[src/rtl/core/fpa_pkg.sv]
// shared types, constants and the helper function of the fixed-point unit
package fpa_pkg;
	localparam int WordWidth = 32;
	localparam int CfgWidth = 6;
	localparam int QueueDepth = 4;
	localparam int DivBitsPerStage = 4;
	localparam int DivStages = 2 * WordWidth / DivBitsPerStage;

	localparam logic [1:0] CFG_INT_BITS = 2'd0;
	localparam logic [1:0] CFG_FRAC_BITS = 2'd1;
	localparam logic [1:0] CFG_ROUND_MODE = 2'd2;

	localparam logic [1:0] RND_ZERO = 2'd0;
	localparam logic [1:0] RND_EVEN = 2'd1;
	localparam logic [1:0] RND_POS = 2'd2;
	localparam logic [1:0] RND_NEG = 2'd3;

	typedef enum logic [2:0] {
		F_ADD = 3'd0,
		F_SUB = 3'd1,
		F_MUL = 3'd2,
		F_DIV = 3'd3,
		F_NEG = 3'd4
	} func_t;

	typedef struct packed {
		logic [2:0] op;
		logic [31:0] a;
		logic [31:0] b;
		logic [31:0] ma;
		logic [31:0] mb;
		logic nr;
		logic [31:0] mask;
		logic [4:0] frac;
		logic [1:0] mode;
	} item_t;

	typedef struct packed {
		item_t it;
		logic dz;
		logic [31:0] mres;
		logic [32:0] rem;
		logic [63:0] dvd;
		logic [31:0] quo;
	} stage_t;

	typedef struct packed {
		logic nonempty;
		logic pop;
	} qctl_t;

	function automatic logic [128:0] div_step(logic [32:0] rem, logic [63:0] dvd,
			logic [31:0] quo, logic [31:0] d);
		logic [32:0] r;
		logic [63:0] x;
		logic [31:0] q;
		r = rem;
		x = dvd;
		q = quo;
		for (int i = 0; i < DivBitsPerStage; i++) begin
			r = {r[31:0], x[63]};
			x = {x[62:0], 1'b0};
			if (r >= {1'b0, d}) begin
				r = r - {1'b0, d};
				q = {q[30:0], 1'b1};
			end else begin
				q = {q[30:0], 1'b0};
			end
		end
		return {r[32:0], x, q};
	endfunction
endpackage

[src/rtl/core/fpa_queue.sv]
// short item queue between front end and back end
module fpa_queue (
	input logic clk,
	input logic arst_n,
	input logic push,
	input fpa_pkg::item_t wr_item,
	output logic full,
	input logic pop,
	output logic nonempty,
	output fpa_pkg::item_t rd_item
);
	import fpa_pkg::*;

	localparam int PtrW = $clog2(QueueDepth);

	item_t mem_q [QueueDepth];
	logic [PtrW-1:0] wr_ptr_q, rd_ptr_q;
	logic [PtrW:0] count_q;

	assign full = (count_q == (PtrW+1)'(QueueDepth));
	assign nonempty = (count_q != '0);
	assign rd_item = mem_q[rd_ptr_q];

	always_ff @(posedge clk) begin
		if (push) mem_q[wr_ptr_q] <= wr_item;
	end

	always_ff @(posedge clk or negedge arst_n) begin
		if (!arst_n) begin
			wr_ptr_q <= '0;
			rd_ptr_q <= '0;
			count_q <= '0;
		end else begin
			if (push) wr_ptr_q <= wr_ptr_q + 1'b1;
			if (pop) rd_ptr_q <= rd_ptr_q + 1'b1;
			unique case ({push, pop})
				2'b10: count_q <= count_q + 1'b1;
				2'b01: count_q <= count_q - 1'b1;
				default: ;
			endcase
		end
	end

`ifndef SYNTH
	a_no_overflow: assert property (@(posedge clk) disable iff (!arst_n)
		full |-> !push) else $error("queue push while full");
	a_no_underflow: assert property (@(posedge clk) disable iff (!arst_n)
		pop |-> nonempty) else $error("queue pop while empty");
`endif
endmodule

[config.mk]
export PLATFORM = sky130hd
export DESIGN_NAME = fpa_queue
export DESIGN_NICKNAME = d
export VERILOG_FILES = /design/src/rtl/core/fpa_pkg.sv /design/src/rtl/core/fpa_queue.sv
export SDC_FILE = /design/constraint.sdc
export NUM_CORES = 1
export LEC_CHECK = 0
export BUFFER_PORTS_ARGS = -buffer_cell sky130_fd_sc_hd__buf_2
export CAP_MARGIN = 5
export CORE_ASPECT_RATIO = 0.7
export CORE_UTILIZATION = 55
export CTS_CLUSTER_SIZE = 16
export DETAILED_ROUTE_END_ITERATION = 8
export HOLD_SLACK_MARGIN = 0.12
export PLACE_DENSITY = 0.77
export SYNTH_ARGS = -nofsm -noshare
export SYNTH_HDL_FRONTEND = slang
export SYNTH_SLANG_ARGS = --single-unit
[constraint.sdc]
create_clock -name clk -period 8.3 [get_ports clk]
set_clock_uncertainty 0.1 [all_clocks]
set_input_delay 1.66 -clock clk [delete_from_list [all_inputs] [get_ports clk]]
set_output_delay 1.66 -clock clk [all_outputs]
set_load 0.01 [all_outputs]
==> flow_metrics.py <==
metrics = {
    "sta": {
        "setup_tns_ns": 0,
        "max_clock_freq_ghz": 0.213,
        "drv_slew": 0,
        "min_period_over_period": 0.565,
        "max_slew.worst_pin.slew_ns": 1.07,
        "min_period_ns": 4.69,
        "slew_headroom": 0.284,
        "hold_viol_final": 0,
        "rsz0062_at_grt": "false",
        "setup_violations": 0,
    },
    "clock_tree": {
        "htreeDepth": 2,
        "cts_tree": "yes",
        "clk_pin_slew_ns": 0.06,
        "cts_resized": 0,
        "numCtsBuffers": 60,
        "ctsHoldBuffers": 0,
        "insertion_delay_ns": 0.58,
        "root_buffer": "clkbuf_16",
        "cts.sinks": 691,
        "post_cts_buffers": 0,
        "cts_max_path_buffers": 3,
    },
    "layout": {
        "syn_to_final_growth_pct": 17.3,
        "nets": 1493,
        "drive_above_1_share": 0.455,
        "nFillCells": 2830,
        "seqCellArea_sq_um": 20700,
        "final_common_cell": "edfxtp_1",
        "final_cell_mix": "edfxtp_1 (684), buf_2 (347), mux4_2 (171)",
        "multiInputGateArea_sq_um": 4060,
    },
    "setup_path": {
        "critPathKind": "flip-flop to output pin",
        "path_max_fanout": 107,
        "rr_worst_depth": 4,
        "slowest_delay_ns": 1.07,
        "critPathArrivalTime_ns": 2.93,
        "crit_path_start_kind": "flip-flop",
        "cp.required_ns": 6.54,
        "crit_chain": "buf_12 > mux4_2 > buf_2",
        "end_kind": "output pin",
        "crit_slowest_cell": "dfrtp_4",
    },
    "grt": {
        "gr-total-overflow": 0,
        "grt_pass1_wl_mm": 69.9,
        "grt_max_degree": 108,
        "grt_usage": 0.202,
        "antenna_found_initial": 13,
        "grt_pass1_vias": 11556,
    },
    "detailed_routing": {
        "wl_met1_mm": 18.3,
        "wl_met3_mm": 3.15,
        "drt-initial-drc-count": 885,
        "drt-total-wl_mm": 46.7,
        "vias": 11093,
        "wl_met2_mm": 24.3,
        "routed.top_layer": "met5",
        "dr.pass1.iters": 5,
        "drcViolationCount": 0,
        "wl_per_cell_um": 23.7,
        "ant_nets": 0,
        "vias_per_cell": 5.64,
    },
    "floorplan": {
        "ios": 348,
        "core_sq_um": 45000,
        "start_util": 0.557,
        "num_rows": 65,
        "dieArea_sq_um": 46400,
        "die_h_um": 181,
        "die_w_um": 257,
    },
    "synth": {
        "synth_seq_cells": 691,
        "netlist_area_sq_um": 25000,
        "ys_types": 20,
        "ys_seq_area_frac": 0.827,
        "yosysWarningCount": 0,
        "synth_area_leaders": "edfxtp_1 (82%), mux4_2 (15%), dfrtp_1 (0.70%), buf_4 (0.33%), buf_6 (0.31%)",
        "syn_inst": 929,
        "synth_nets": 1110,
        "synth_top_cell_by_area": "edfxtp_1",
        "avgSynthCellArea_sq_um": 27.0,
        "synth_top_area_frac": 0.820,
    },
    "power": {
        "power_frac_seq": 0.461,
        "p_comb_frac": 0.276,
        "p_total_w": 0.0104,
        "pwr-share-clk": 0.264,
        "p_leak_nw": 9.97,
        "power.switching_w": 0.00295,
        "powerDensity_nw_per_um2": 355,
        "irDropWorstVdd_mv": 0.240,
        "intPower_w": 0.00747,
        "swShare": 0.283,
    },
    "place": {
        "place_congestion": 0.727,
        "portBuffers": 347,
        "place_hpwl_mm": 27.8,
    },
    "status": {
        "status": "finished, final reports clean",
    },
    "min_path": {
        "holdCritPathClass": "flip-flop to flip-flop",
        "min_path_cells": 1,
    },
    "flow_run": {
        "max-cap-violations": 0,
    },
}
[critical path: cells and delay by family (launching register included)]
kind	cells	cell delay [ns]
buffers and inverters	2	0.73
multiplexers	1	0.42
flip-flops	1	1.07
[sequential cells by signal, indices dropped and copies added, names as in the netlist]
signal    count
count_q       3
mem_q       684
wr_ptr_q      2
rd_ptr_q      2
[cell type report]
cell class	count	share of cell area
sequential	691	0.706
tap	603	0.0257
inverter	6	0.000767
clock buffer	75	0.0538
multi-input combinational	194	0.138
clock inverter	34	0.0124
timing repair buffer	359	0.0631
antenna	6	0.000511
[power by group through the flow]
stage,combinational (W),clock [W],sequential [W]
4_1_cts,0.00295,0.00280,0.00481
5_1_grt,0.00308,0.00293,0.00485
3_5_place_dp,0.00293,0,0.00488
2_1_floorplan,0.00199,0,0.00483
6_report,0.00287,0.00275,0.00480
3_3_place_gp,0.00291,0,0.00483
[Yosys cell counts]
| cell | n |
|---|---|
| and3_1 | 1 |
| and2_1 | 4 |
| edfxtp_1 | 684 |
| nand2_1 | 2 |
| ha_1 | 5 |
| fa_1 | 1 |
| buf_1 | 6 |
| xnor2_1 | 2 |
| clkbuf_1 | 1 |
| o21ai_0 | 1 |
| dfrtp_1 | 7 |
| nor2_1 | 1 |
| buf_2 | 13 |
| xor2_1 | 4 |
| mux4_2 | 171 |
| or3_1 | 1 |
| inv_1 | 6 |
| buf_6 | 7 |
| mux2i_1 | 1 |
| buf_4 | 11 |
[worst paths after layout]
kind                        startpoint            end  slack, ns
min in group asynchronous       arst_n    wr_ptr_q[1]       0.81
max in group asynchronous       arst_n    rd_ptr_q[0]       7.11
min                         count_q[2]     count_q[2]       0.40
max                        rd_ptr_q[1]   rd_item[127]       3.61
max reg2reg                wr_ptr_q[1]  mem_q[1][102]       5.51
min reg2reg                 count_q[2]     count_q[2]       0.40
[metal layers]
metal  track usage  vias to the layer above
met2         0.339                      356
met1         0.269                     5854
met5             0                        -
met4        0.0536                        6
li1              -                     4798
met3        0.0470                       79
[cell families after synthesis]
group,after synthesis,share of synthesized area
compound gates,1,0.000200
xor+xnor,6,0.00210
fa+ha+maj,6,0.00330
buf+inv,44,0.0110
flops,691,0.827
mux,172,0.154
simple gates,9,0.00195
[per-stage QoR]
| stage | cell area, sq um | std cells | setup WS [ns] | hold WS [ns] | util |
|---|---|---|---|---|---|
| floorplan | 25000 | 929 | 2.10 | 0.348 | - |
| global placement | 27400 | 1853 | 4.17 | 0.366 | 0.609 |
| detailed placement | 27400 | 1853 | 4.16 | 0.385 | 0.609 |
| CTS | 29400 | 1962 | 3.53 | 0.397 | 0.653 |
| global route | 29400 | 1966 | 3.44 | 0.410 | 0.653 |
| finish | 29400 | 1968 | 3.61 | 0.396 | 0.653 |
Power figures use the tool's default switching activity.
