**src/rtl/core/fpa_pkg.sv**
```systemverilog
// shared types, constants and the helper function of the fixed-point unit
package fpa_pkg;
	localparam int WordWidth = 32;
	localparam int CfgWidth = 6;
	localparam int QueueDepth = 4;
	localparam int DivBitsPerStage = 4;
	localparam int DivStages = 2 * WordWidth / DivBitsPerStage;

	localparam logic [1:0] CFG_INT_BITS = 2'd0;
	localparam logic [1:0] CFG_FRAC_BITS = 2'd1;
	localparam logic [1:0] CFG_ROUND_MODE = 2'd2;

	localparam logic [1:0] RND_ZERO = 2'd0;
	localparam logic [1:0] RND_EVEN = 2'd1;
	localparam logic [1:0] RND_POS = 2'd2;
	localparam logic [1:0] RND_NEG = 2'd3;

	typedef enum logic [2:0] {
		F_ADD = 3'd0,
		F_SUB = 3'd1,
		F_MUL = 3'd2,
		F_DIV = 3'd3,
		F_NEG = 3'd4
	} func_t;

	typedef struct packed {
		logic [2:0] op;
		logic [31:0] a;
		logic [31:0] b;
		logic [31:0] ma;
		logic [31:0] mb;
		logic nr;
		logic [31:0] mask;
		logic [4:0] frac;
		logic [1:0] mode;
	} item_t;

	typedef struct packed {
		item_t it;
		logic dz;
		logic [31:0] mres;
		logic [32:0] rem;
		logic [63:0] dvd;
		logic [31:0] quo;
	} stage_t;

	typedef struct packed {
		logic nonempty;
		logic pop;
	} qctl_t;

	function automatic logic [128:0] div_step(logic [32:0] rem, logic [63:0] dvd,
			logic [31:0] quo, logic [31:0] d);
		logic [32:0] r;
		logic [63:0] x;
		logic [31:0] q;
		r = rem;
		x = dvd;
		q = quo;
		for (int i = 0; i < DivBitsPerStage; i++) begin
			r = {r[31:0], x[63]};
			x = {x[62:0], 1'b0};
			if (r >= {1'b0, d}) begin
				r = r - {1'b0, d};
				q = {q[30:0], 1'b1};
			end else begin
				q = {q[30:0], 1'b0};
			end
		end
		return {r[32:0], x, q};
	endfunction
endpackage

```
**src/rtl/core/fpa_front.sv**
```systemverilog
// front end: configuration registers, operand masking and sign handling
module fpa_front (
	input logic clk,
	input logic arst_n,
	input logic cfg_wr_en,
	input logic [1:0] cfg_index,
	input logic [fpa_pkg::CfgWidth-1:0] cfg_data,
	input logic [2:0] func,
	input logic [31:0] operand_a,
	input logic [31:0] operand_b,
	output fpa_pkg::item_t item
);
	import fpa_pkg::*;

	logic [5:0] int_bits_q;
	logic [4:0] frac_bits_q;
	logic [1:0] mode_q;
	logic [5:0] ib;
	logic [6:0] wsum;
	logic [5:0] w;
	logic [4:0] wm1;
	logic [32:0] mask_w;
	logic [31:0] mask;
	logic [31:0] a, b;
	logic na, nb;

	always_ff @(posedge clk or negedge arst_n) begin
		if (!arst_n) begin
			int_bits_q <= 6'd16;
			frac_bits_q <= 5'd16;
			mode_q <= RND_ZERO;
		end else if (cfg_wr_en) begin
			unique case (cfg_index)
				CFG_INT_BITS: int_bits_q <= cfg_data;
				CFG_FRAC_BITS: frac_bits_q <= cfg_data[4:0];
				CFG_ROUND_MODE: mode_q <= cfg_data[1:0];
				default: ;
			endcase
		end
	end

	always_comb begin
		ib = (int_bits_q == 6'd0) ? 6'd1 : int_bits_q;
		wsum = {1'b0, ib} + {2'b0, frac_bits_q};
		w = (wsum > 7'd32) ? 6'd32 : wsum[5:0];
		wm1 = 5'(w - 6'd1);
		mask_w = (33'd1 << w) - 33'd1;
		mask = mask_w[31:0];
		a = operand_a & mask;
		b = operand_b & mask;
		na = a[wm1];
		nb = b[wm1];
		item.op = func;
		item.a = a;
		item.b = b;
		item.ma = na ? ((32'd0 - a) & mask) : a;
		item.mb = nb ? ((32'd0 - b) & mask) : b;
		item.nr = na ^ nb;
		item.mask = mask;
		item.frac = (frac_bits_q > wm1) ? wm1 : frac_bits_q;
		item.mode = mode_q;
	end
endmodule

```
**config.mk**
```make
export PLATFORM = sky130hd
export DESIGN_NAME = fpa_front
export DESIGN_NICKNAME = d
export VERILOG_FILES = /design/src/rtl/core/fpa_pkg.sv /design/src/rtl/core/fpa_front.sv
export SDC_FILE = /design/constraint.sdc
export NUM_CORES = 1
export LEC_CHECK = 0
export BUFFER_PORTS_ARGS = -buffer_cell sky130_fd_sc_hd__buf_2
export CAP_MARGIN = 20
export CORE_UTILIZATION = 55
export DETAILED_ROUTE_END_ITERATION = 8
export HOLD_SLACK_MARGIN = 0.08
export PLACE_DENSITY = 0.94
export SYNTH_ARGS = -nofsm -noshare
export SYNTH_HDL_FRONTEND = slang
export SYNTH_SLANG_ARGS = --single-unit
```
**constraint.sdc**
```tcl
create_clock -name clk -period 13.3 [get_ports clk]
set_input_delay 0.665 -clock clk [delete_from_list [all_inputs] [get_ports clk]]
set_output_delay 0.665 -clock clk [all_outputs]
set_load 0.02 [all_outputs]
```
==> impl_metrics.tcl, run 1 <==
set metrics [dict create \
    synthesis.area_um2 6007 \
    skew_ns 0 \
    fp.coreArea_um2 10460 \
    grt_pass1_vias 7451 \
    cts-root-buf "clkbuf_8" \
    antenna_cells 0 \
    fmax_ghz 0.1050 \
    syn_inst 918 \
    drv_cap 0 \
    numCtsBuffers 3 \
    dr.pass1.iters 6 \
    cts.reportedPaths.clkPinSlew_ns 0.06 \
    hold_path.class "input port to asynchronous set/reset pin" \
    vias 8524 \
    required_ns 12.64 \
    crit_type "flop to output pin" \
    avgSynthCellArea_um2 6.544 \
    yosysTopAreaCell "nor2_1" \
    synth_most_common_cell "nor2_1" \
    routabilityCongestion 1.047 \
    grt_max_degree 48 \
    initial_core_util_pct 57.41 \
    hpwl_um 20840 \
    yosysTopAreaCellShare_pct 5.499 \
    slew_headroom_pct 32.79 \
    slowest_stage "o22ai_1" \
    final_antenna_net_count 0 \
    nets 1216 \
    seq_area_frac_synth_pct 5.457 \
    crit_family "compound AO/OA/AOI/OAI gates" \
    synth.top_cells.by_area "nor2_1 5.5%, o21ai_0 5.1%, inv_1 5.0%" \
    grt_overflow 0 \
    worst_slew_pin_slew_ns 0.9827 \
    htree_levels 1 \
    yosys.cell_types.count 96 \
    r2r_slack_ns 12.39 \
    yosysWarnings 0 \
    synth_edf_count 0 \
    drc 0 \
    fin_setup_tns_ns 0 \
    clk_path_buf_depth 2 \
    cp_slowest_stage_delay_ns 0.77 \
    die_y_um 106.5 \
    rows 37 \
    routed_wl_um 26210 \
    die-area_um2 11340 \
    clock_latency_ns 0.24 \
    dieWidth_um 106.5 \
    post_drt_via_cell_ratio 6.797 \
    ctsHoldBuffers 0 \
    yosys_most_used_dff "dfrtp_1" \
    tritoncts "yes" \
    crit_start "int_bits_q[5]$_DFFE_PN0P_" \
    cp_max_fo 29 \
    clock-sinks 13 \
    status "complete, no violations" \
    crit_arrival_ns 8.86 \
    report.final.slew_viol_count 0 \
    rsz0062_at_grt "false" \
    antenna_found_initial 0 \
    ioPinCount 249 \
    drive_above_1_share_pct 28.98 \
    port_buffers 242 \
    synthToLayoutAreaGrowth_pct 20.66 \
    setup-violations-final 0 \
    min_period_over_period_pct 71.58 \
    critPathBufInv 6 \
    wl_per_cell_um 20.90 \
    synth_common_cells "88 x nor2_1, 80 x inv_1, 73 x nand2_1" \
    drtIter0Drc 1145 \
    worstRegToRegCells 1 \
    synth-seq-cells 13 \
    start_kind "flop" \
    post_cts_resized 0 \
    hold_viol 0 \
    cts_setup_buffers 0 \
    worstSetupEndpointType "output pin" \
    fin_crit_ns 9.521 \
    regToRegEndpoint "int_bits_q[5]$_DFFE_PN0P_" \
    grt_usage_pct 44.58 \
    syn_nets 1015 \
    async_flop_share_pct 100.0 \
    grt_pass1_wl_um 40320 \
    rr_startpoint "int_bits_q[5]$_DFFE_PN0P_" \
]
-- state kept, by name, indices dropped and copies added, names as in the netlist --
register / count
mode_q: 2
int_bits_q: 6
frac_bits_q: 5
-- cell type report --
cell class	count	area, µm²
Inverter	84	315.3
Tap cell	136	170.2
Fill cell	972	3214
Timing Repair Buffer	249	1304
Clock buffer	4	45.04
Sequential cell	13	327.8
Multi-Input combinational cell	768	5086
-- worst max-delay path by stage --
stage | endpoint | slack, ns | depth (start not counted)
after floorplan | item[101] | 5.48 | 31
after global placement | item[93] | 4.39 | 26
after detailed placement | item[93] | 4.21 | 26
after CTS | item[93] | 3.95 | 26
after global routing | item[65] | 3.18 | 25
final | item[88] | 3.78 | 27
-- through the flow --
step	setup slack [ns]	hold WS (ns)	utilization, %	area, µm²	instances
global route	3.182	0.2999	69.28	7248	1254
CTS	3.948	0.2892	69.01	7221	1253
finish	3.779	0.2795	69.28	7248	1254
floorplan	5.478	0.3694	-	6007	918
detailed placement	4.210	0.4918	68.58	7176	1249
global placement	4.392	0.4885	68.32	7148	1248
-- cells by family after synthesis --
logic type                 share of synthesized area, %
buffers and inverters                             10.25
muxes                                             8.519
and+or+nand+nor                                   34.33
DFF                                               5.457
adders and majority gates                         4.083
AOI/OAI and AO/OA                                 34.66
xor gates and xnor gates                          2.708
-- routing by layer --
layer | up-vias | GRT usage, % | share of wire (%)
li1 | 3796 | - | -
met1 | 3933 | 57.75 | 39
met2 | 683 | 74.30 | 45
met3 | 112 | 7.541 | 11
met4 | 0 | 15.46 | 4.4
met5 | - | 0 | 0
-- placed cells by master (no fill, tap or decap), drive strengths merged, types with 5 or more instances in the layout --
cell type / synthesis / final
o22ai: 8 / 8
nor3: 37 / 37
nand2: 74 / 74
xor2: 6 / 6
nor2: 92 / 92
nand3: 37 / 37
and3: 12 / 12
dfrtp: 11 / 11
a211oi: 16 / 16
o31ai: 9 / 9
nand4: 17 / 17
and2: 31 / 31
ha: 18 / 18
and4: 5 / 5
o2111ai: 8 / 8
a21boi: 18 / 18
a22oi: 5 / 5
o211ai: 13 / 13
o21ai: 70 / 70
mux2i: 14 / 14
or3: 42 / 42
nand3b: 5 / 5
a211o: 9 / 9
o21a: 6 / 6
nand2b: 10 / 10
a21o: 6 / 6
mux2: 31 / 31
inv: 82 / 82
nor4: 8 / 8
xnor2: 10 / 10
a31oi: 21 / 21
buf: 32 / 249
or2: 8 / 8
a21oi: 53 / 53
a221oi: 5 / 5
Power of run 1 is left out: the tool's default activity adds up to more than one toggle a clock period on the data nets, which glitch-free logic cannot reach.
==> run 2: changes to the inputs <==
--- a/config.mk
+++ b/config.mk
@@ -5,12 +5,13 @@
 export SDC_FILE = /design/constraint.sdc
 export NUM_CORES = 1
 export LEC_CHECK = 0
+export ABC_AREA = 1
 export BUFFER_PORTS_ARGS = -buffer_cell sky130_fd_sc_hd__buf_2
 export CAP_MARGIN = 20
-export CORE_UTILIZATION = 55
+export CORE_UTILIZATION = 48
 export DETAILED_ROUTE_END_ITERATION = 8
 export HOLD_SLACK_MARGIN = 0.08
-export PLACE_DENSITY = 0.94
+export PLACE_DENSITY = 0.84
 export SYNTH_ARGS = -nofsm -noshare
 export SYNTH_HDL_FRONTEND = slang
 export SYNTH_SLANG_ARGS = --single-unit
==> constraint.sdc (replaced) <==
create_clock -name clk -period 8.5 [get_ports clk]
set_input_delay 0.425 -clock clk [delete_from_list [all_inputs] [get_ports clk]]
set_output_delay 0.425 -clock clk [all_outputs]
set_load 0.02 [all_outputs]
==> impl_metrics.tcl, run 2 <==
set metrics [dict create \
    yosysTopAreaCell "nand2_1" \
    synthToLayoutAreaGrowth_pct 17.60 \
    required_ns 8.08 \
    routabilityCongestion 1.065 \
    antenna_found_initial 2 \
    finalWorstSetupSlack_ns 1.123 \
    clk_path_buf_depth 2 \
    synth_most_common_cell "nand2_1" \
    hpwl_um 27230 \
    synth.top_cells.by_area "nand2_1 30%, nand3_1 13%, nor2_1 9.8%" \
    clock-sinks 13 \
    drc 0 \
    grt_pass1_vias 9075 \
    worst_slew_pin_slew_ns 0.8768 \
    grt_usage_pct 40.38 \
    dp_cells 1842 \
    synth_common_cells "574 x nand2_1, 189 x nor2_1, 181 x nand3_1" \
    min_period_over_period_pct 86.79 \
    setup-violations-final 0 \
    regMostFlops "int_bits_q" \
    tritoncts "yes" \
    slowest_stage "nand2_2" \
    yosys.cell_types.count 45 \
    fmax_ghz 0.1356 \
    grt_pass1_wl_um 49500 \
    drv_cap 0 \
    multi_input_area_um2 5824 \
    final_cell_mix "574 x nand2_1, 242 x buf_2, 188 x nor2_1" \
    ioPinCount 249 \
    synthesis.area_um2 7203 \
    rsz0062_at_grt "false" \
    layout_commonest_cell "nand2_1" \
    slew_headroom_pct 41.35 \
    drive_above_1_share_pct 23.03 \
    numCtsBuffers 3 \
    largest_reg_flops 6 \
    rows 44 \
    syn_nets 1556 \
    fin_cells 1848 \
    r2r_slack_ns 7.70 \
    start_kind "flop" \
    skew_ns 0 \
    cp_max_fo 35 \
    async_flop_share_pct 100.0 \
    vias 10420 \
    cts-root-buf "clkbuf_16" \
    crit_arrival_ns 6.95 \
    worstRegToRegCells 2 \
    initial_core_util_pct 49.37 \
    preCtsSetupSlack_ns 1.605 \
    status "complete, no violations" \
    rr_startpoint "frac_bits_q[4]$_DFFE_PN1P_" \
    final_antenna_net_count 0 \
    cts.reportedPaths.clkPinSlew_ns 0.04 \
    die-area_um2 15500 \
    hold_depth 3 \
    dieWidth_um 124.5 \
    routed_wl_um 32700 \
    clock_latency_ns 0.24 \
    drtIter0Drc 1251 \
    yosysTopAreaCellShare_pct 29.91 \
    fillers 1594 \
    grt_overflow 0 \
    design_area_um2 8471 \
    nets 1761 \
    fp.coreArea_um2 14590 \
    hold_path.class "input port to flop" \
    hold_path_end "int_bits_q[4]$_DFFE_PN1P_" \
    worstSetupEndpointType "output pin" \
    cp_slowest_stage_delay_ns 0.60 \
    reg_top3 "int_bits_q: 6 flops, frac_bits_q: 5 flops, mode_q: 2 flops" \
    report.final.slew_viol_count 0 \
    dr.pass1.iters 8 \
    fin_setup_tns_ns 0 \
    crit_type "flop to output pin" \
    regArea_um2 327.8 \
    seq_area_frac_synth_pct 4.551 \
    syn_inst 1459 \
    hold_start "cfg_data[4]" \
    post_drt_via_cell_ratio 5.639 \
    grt_max_degree 36 \
    yosys_most_used_dff "dfrtp_1" \
    die_y_um 124.5 \
    htree_levels 1 \
    port_buffers 242 \
    hold_viol 0 \
    synth_edf_count 0 \
    yosysWarnings 0 \
    avgSynthCellArea_um2 4.937 \
    wl_per_cell_um 17.69 \
    synth-seq-cells 13 \
    fin_crit_ns 7.377 \
    place_area_um2 8378 \
    regToRegEndpoint "frac_bits_q[4]$_DFFE_PN1P_" \
]
-- run 2: cell types whose count changed after synthesis, sizes merged, moves of 39 or more --
cell   before  now
a21oi      53    8
inv        82  203
nand2      74  604
nand3      37  202
nor2       92  223
o21ai      70   31
or3        42    0
-- run 2: final cells by class --
type / instances / share of cell area (%)
Tap cell: 184 / 2.718
Clock buffer: 3 / 0.8863
Inverter: 205 / 9.084
Antenna cell: 1 / 0.02954
Sequential cell: 13 / 3.870
Multi-Input combinational cell: 1196 / 68.76
Clock inverter: 1 / 0.05908
Timing Repair Buffer: 245 / 14.59
-- run 2: stage by stage --
| step | hold slack, ns | util [%] |
|---|---|---|
| 6_report | 0.4531 | 58.06 |
| 5_1_grt | 0.4771 | 58.06 |
| 4_1_cts | 0.4552 | 58.04 |
| 3_5_place_dp | 0.3214 | 57.43 |
| 3_3_place_gp | 0.3190 | 57.43 |
| 2_1_floorplan | 0.1294 | - |
-- run 2: what timing repair did --
item,CTS,global route
resized for setup,0,0
hold buffers,1,0
buffers inserted,0,0
hold endpoints to repair,11,0
-- run 2: cell families after synthesis --
kind of cell	after synthesis	share of synthesized area, %
compound gates	64	5.715
xor+xnor	25	3.144
fa+ha+maj	19	3.405
buf+inv	250	14.63
flops	13	4.551
simple gates	1088	68.56
-- run 2: critical path: cells and delay by family, from the launching register on --
kind	cells	cell delay, ns
AOI/OAI and AO/OA	2	0.43
adders and majority gates	4	1.39
and+or+nand+nor	21	3.23
DFF	1	0.54
buffers and inverters	4	1.13
-- run 2: routing by layer --
metal / wire, µm / GRT usage (%) / part of all wire [%] / vias to the layer above
met4: 1702 / 17.72 / 5.2 / 2
met2: 14010 / 64.22 / 43 / 708
met1: 13000 / 51.67 / 40 / 4601
li1: - / - / - / 4992
met5: 13 / 0 / 0.040 / -
met3: 3976 / 9.450 / 12 / 117
-- run 2: worst max-delay path by stage --
| stage | cells after the start | start | slack (ns) | end |
|---|---|---|---|---|
| 6_report | 31 | int_bits_q[4]$_DFFE_PN1P_ | 1.12 | item[86] |
| 5_1_grt | 31 | int_bits_q[4]$_DFFE_PN1P_ | 0.82 | item[86] |
| 4_1_cts | 31 | int_bits_q[4]$_DFFE_PN1P_ | 1.38 | item[86] |
| 3_5_place_dp | 31 | int_bits_q[4]$_DFFE_PN1P_ | 1.60 | item[86] |
| 3_3_place_gp | 31 | int_bits_q[4]$_DFFE_PN1P_ | 1.79 | item[86] |
| 2_1_floorplan | 34 | int_bits_q[4]$_DFFE_PN1P_ | 2.71 | item[100] |
Power of run 2 is left out for the same reason.
==> run 3: changes to the inputs <==
--- a/config.mk
+++ b/config.mk
@@ -10,6 +10,7 @@
 export CAP_MARGIN = 20
 export CORE_UTILIZATION = 48
 export DETAILED_ROUTE_END_ITERATION = 8
+export GPL_TIMING_DRIVEN = 0
 export HOLD_SLACK_MARGIN = 0.08
 export PLACE_DENSITY = 0.84
 export SYNTH_ARGS = -nofsm -noshare
==> constraint.sdc (replaced) <==
create_clock -name clk -period 8.5 [get_ports clk]
set_input_delay 1.275 -clock clk [delete_from_list [all_inputs] [get_ports clk]]
set_output_delay 1.275 -clock clk [all_outputs]
set_load 0.02 [all_outputs]
==> impl_metrics.tcl, run 3 (same netlist as run 2, synthesis figures left out) <==
set metrics [dict create \
    status "complete, no violations" \
    dr.pass1.iters 7 \
    worstRegToRegCells 2 \
    multi_input_area_um2 5824 \
    path_common_cell "nand2_1" \
    fin_util_pct 59.92 \
    crit_arrival_ns 6.86 \
    port_buffers 245 \
    required_ns 7.22 \
    routed_wl_um 32890 \
    drc 0 \
    grt_max_degree 14 \
    nets 1806 \
    clock_latency_ns 0.24 \
    initial_core_util_pct 49.37 \
    regArea_um2 327.8 \
    hold_depth 2 \
    numCtsBuffers 3 \
    fin_crit_ns 8.135 \
    cp_max_fo 13 \
    ioPinCount 249 \
    tritoncts "yes" \
    fillers 1585 \
    regMostFlops "int_bits_q" \
    worst_slew_pin_slew_ns 0.8455 \
    grt_pass1_wl_um 50220 \
    fmax_ghz 0.1229 \
    synthToLayoutAreaGrowth_pct 21.37 \
    drv_cap 0 \
    skew_ns 0 \
    final_cell_mix "574 x nand2_1, 250 x buf_2, 188 x nor2_1" \
    min_period_over_period_pct 95.71 \
    slew_headroom_pct 43.63 \
    rsz0062_at_grt "false" \
    worstSetupEndpointType "output pin" \
    final_antenna_net_count 0 \
    cts.reportedPaths.clkPinSlew_ns 0.04 \
    routabilityCongestion 1.064 \
    grt_pass1_vias 9177 \
    largest_reg_flops 6 \
    fp.coreArea_um2 14590 \
    start_kind "flop" \
    vias 10472 \
    wl_per_cell_um 17.39 \
    setup-violations-final 0 \
    post_drt_via_cell_ratio 5.535 \
    htree_levels 1 \
    clock-sinks 13 \
    dieWidth_um 124.5 \
    rows 44 \
    layout_commonest_cell "nand2_1" \
    hpwl_um 28190 \
    cp_slowest_stage_delay_ns 0.54 \
    cts-root-buf "clkbuf_16" \
    drive_above_1_share_pct 24.24 \
    drtIter0Drc 1314 \
    die_y_um 124.5 \
    grt_overflow 0 \
    die-area_um2 15500 \
    antenna_found_initial 0 \
    grt_usage_pct 40.97 \
    clk_path_buf_depth 2 \
    antenna_cells 0 \
    cts_setup_buffers 0 \
    fin_setup_tns_ns 0 \
    hold_viol 0 \
    slowest_stage "dfstp_2" \
    crit_type "flop to output pin" \
    reg_top3 "int_bits_q: 6 flops, frac_bits_q: 5 flops, mode_q: 2 flops" \
    hold_path.class "flop to flop" \
    report.final.slew_viol_count 0 \
]
## run 3: repair_timing
| action | CTS | global route |
|---|---|---|
| hold buffers | 0 | 0 |
| setup endpoints to repair | 0 | 63 |
| endpoints found under the hold margin | 0 | 0 |
| resized for setup | 0 | 4 |
## run 3: worst paths after layout
check,slack (ns),start,endpoint
max,0.36,int_bits_q[4]$_DFFE_PN1P_,item[68]
min,0.51,int_bits_q[4]$_DFFE_PN1P_,int_bits_q[4]$_DFFE_PN1P_
max reg2reg,7.71,frac_bits_q[4]$_DFFE_PN1P_,frac_bits_q[4]$_DFFE_PN1P_
min reg2reg,0.51,int_bits_q[4]$_DFFE_PN1P_,int_bits_q[4]$_DFFE_PN1P_
max in group asynchronous,7.31,arst_n,frac_bits_q[4]$_DFFE_PN1P_
min in group asynchronous,0.91,arst_n,int_bits_q[0]$_DFFE_PN0P_
## run 3: metrics by stage
| step | area [µm²] | setup slack, ns | instances | hold WS, ns |
|---|---|---|---|---|
| 3_5_place_dp | 8660 | 0.3037 | 1888 | 0.4780 |
| 5_1_grt | 8742 | 0.04572 | 1892 | 0.5432 |
| 3_3_place_gp | 8660 | 0.4218 | 1888 | 0.4741 |
| 6_report | 8742 | 0.3649 | 1892 | 0.5134 |
| 4_1_cts | 8738 | 0.01995 | 1892 | 0.5118 |
| 2_1_floorplan | 7203 | 1.863 | 1459 | 0.4548 |
## run 3: per-layer routing
metal  up-vias  wire [µm]  global-route usage, %
met2       698      14090                  64.87
li1       5078          -                      -
met5         -          0                      0
met4         0       1473                  14.95
met3       110       3970                  7.388
met1      4586      13360                  55.12
## run 3: layout make-up
type	instances	share of cell area (%)
multi-input combinational	1196	66.62
timing repair buffer	245	14.03
inverter	205	8.802
sequential	13	3.750
buffer	45	3.263
tap	184	2.633
clock buffer	4	0.9017
## run 3: critical path: cells and delay by family, from the launching register on
family / cells / cell delay, ns
adder cells (fa/ha/maj): 4 / 1.21
AND/OR/NAND/NOR: 25 / 3.79
buffers and inverters: 4 / 0.88
AO/OA/AOI/OAI: 1 / 0.17
flip-flops: 1 / 0.54
Power of run 3 is left out for the same reason.
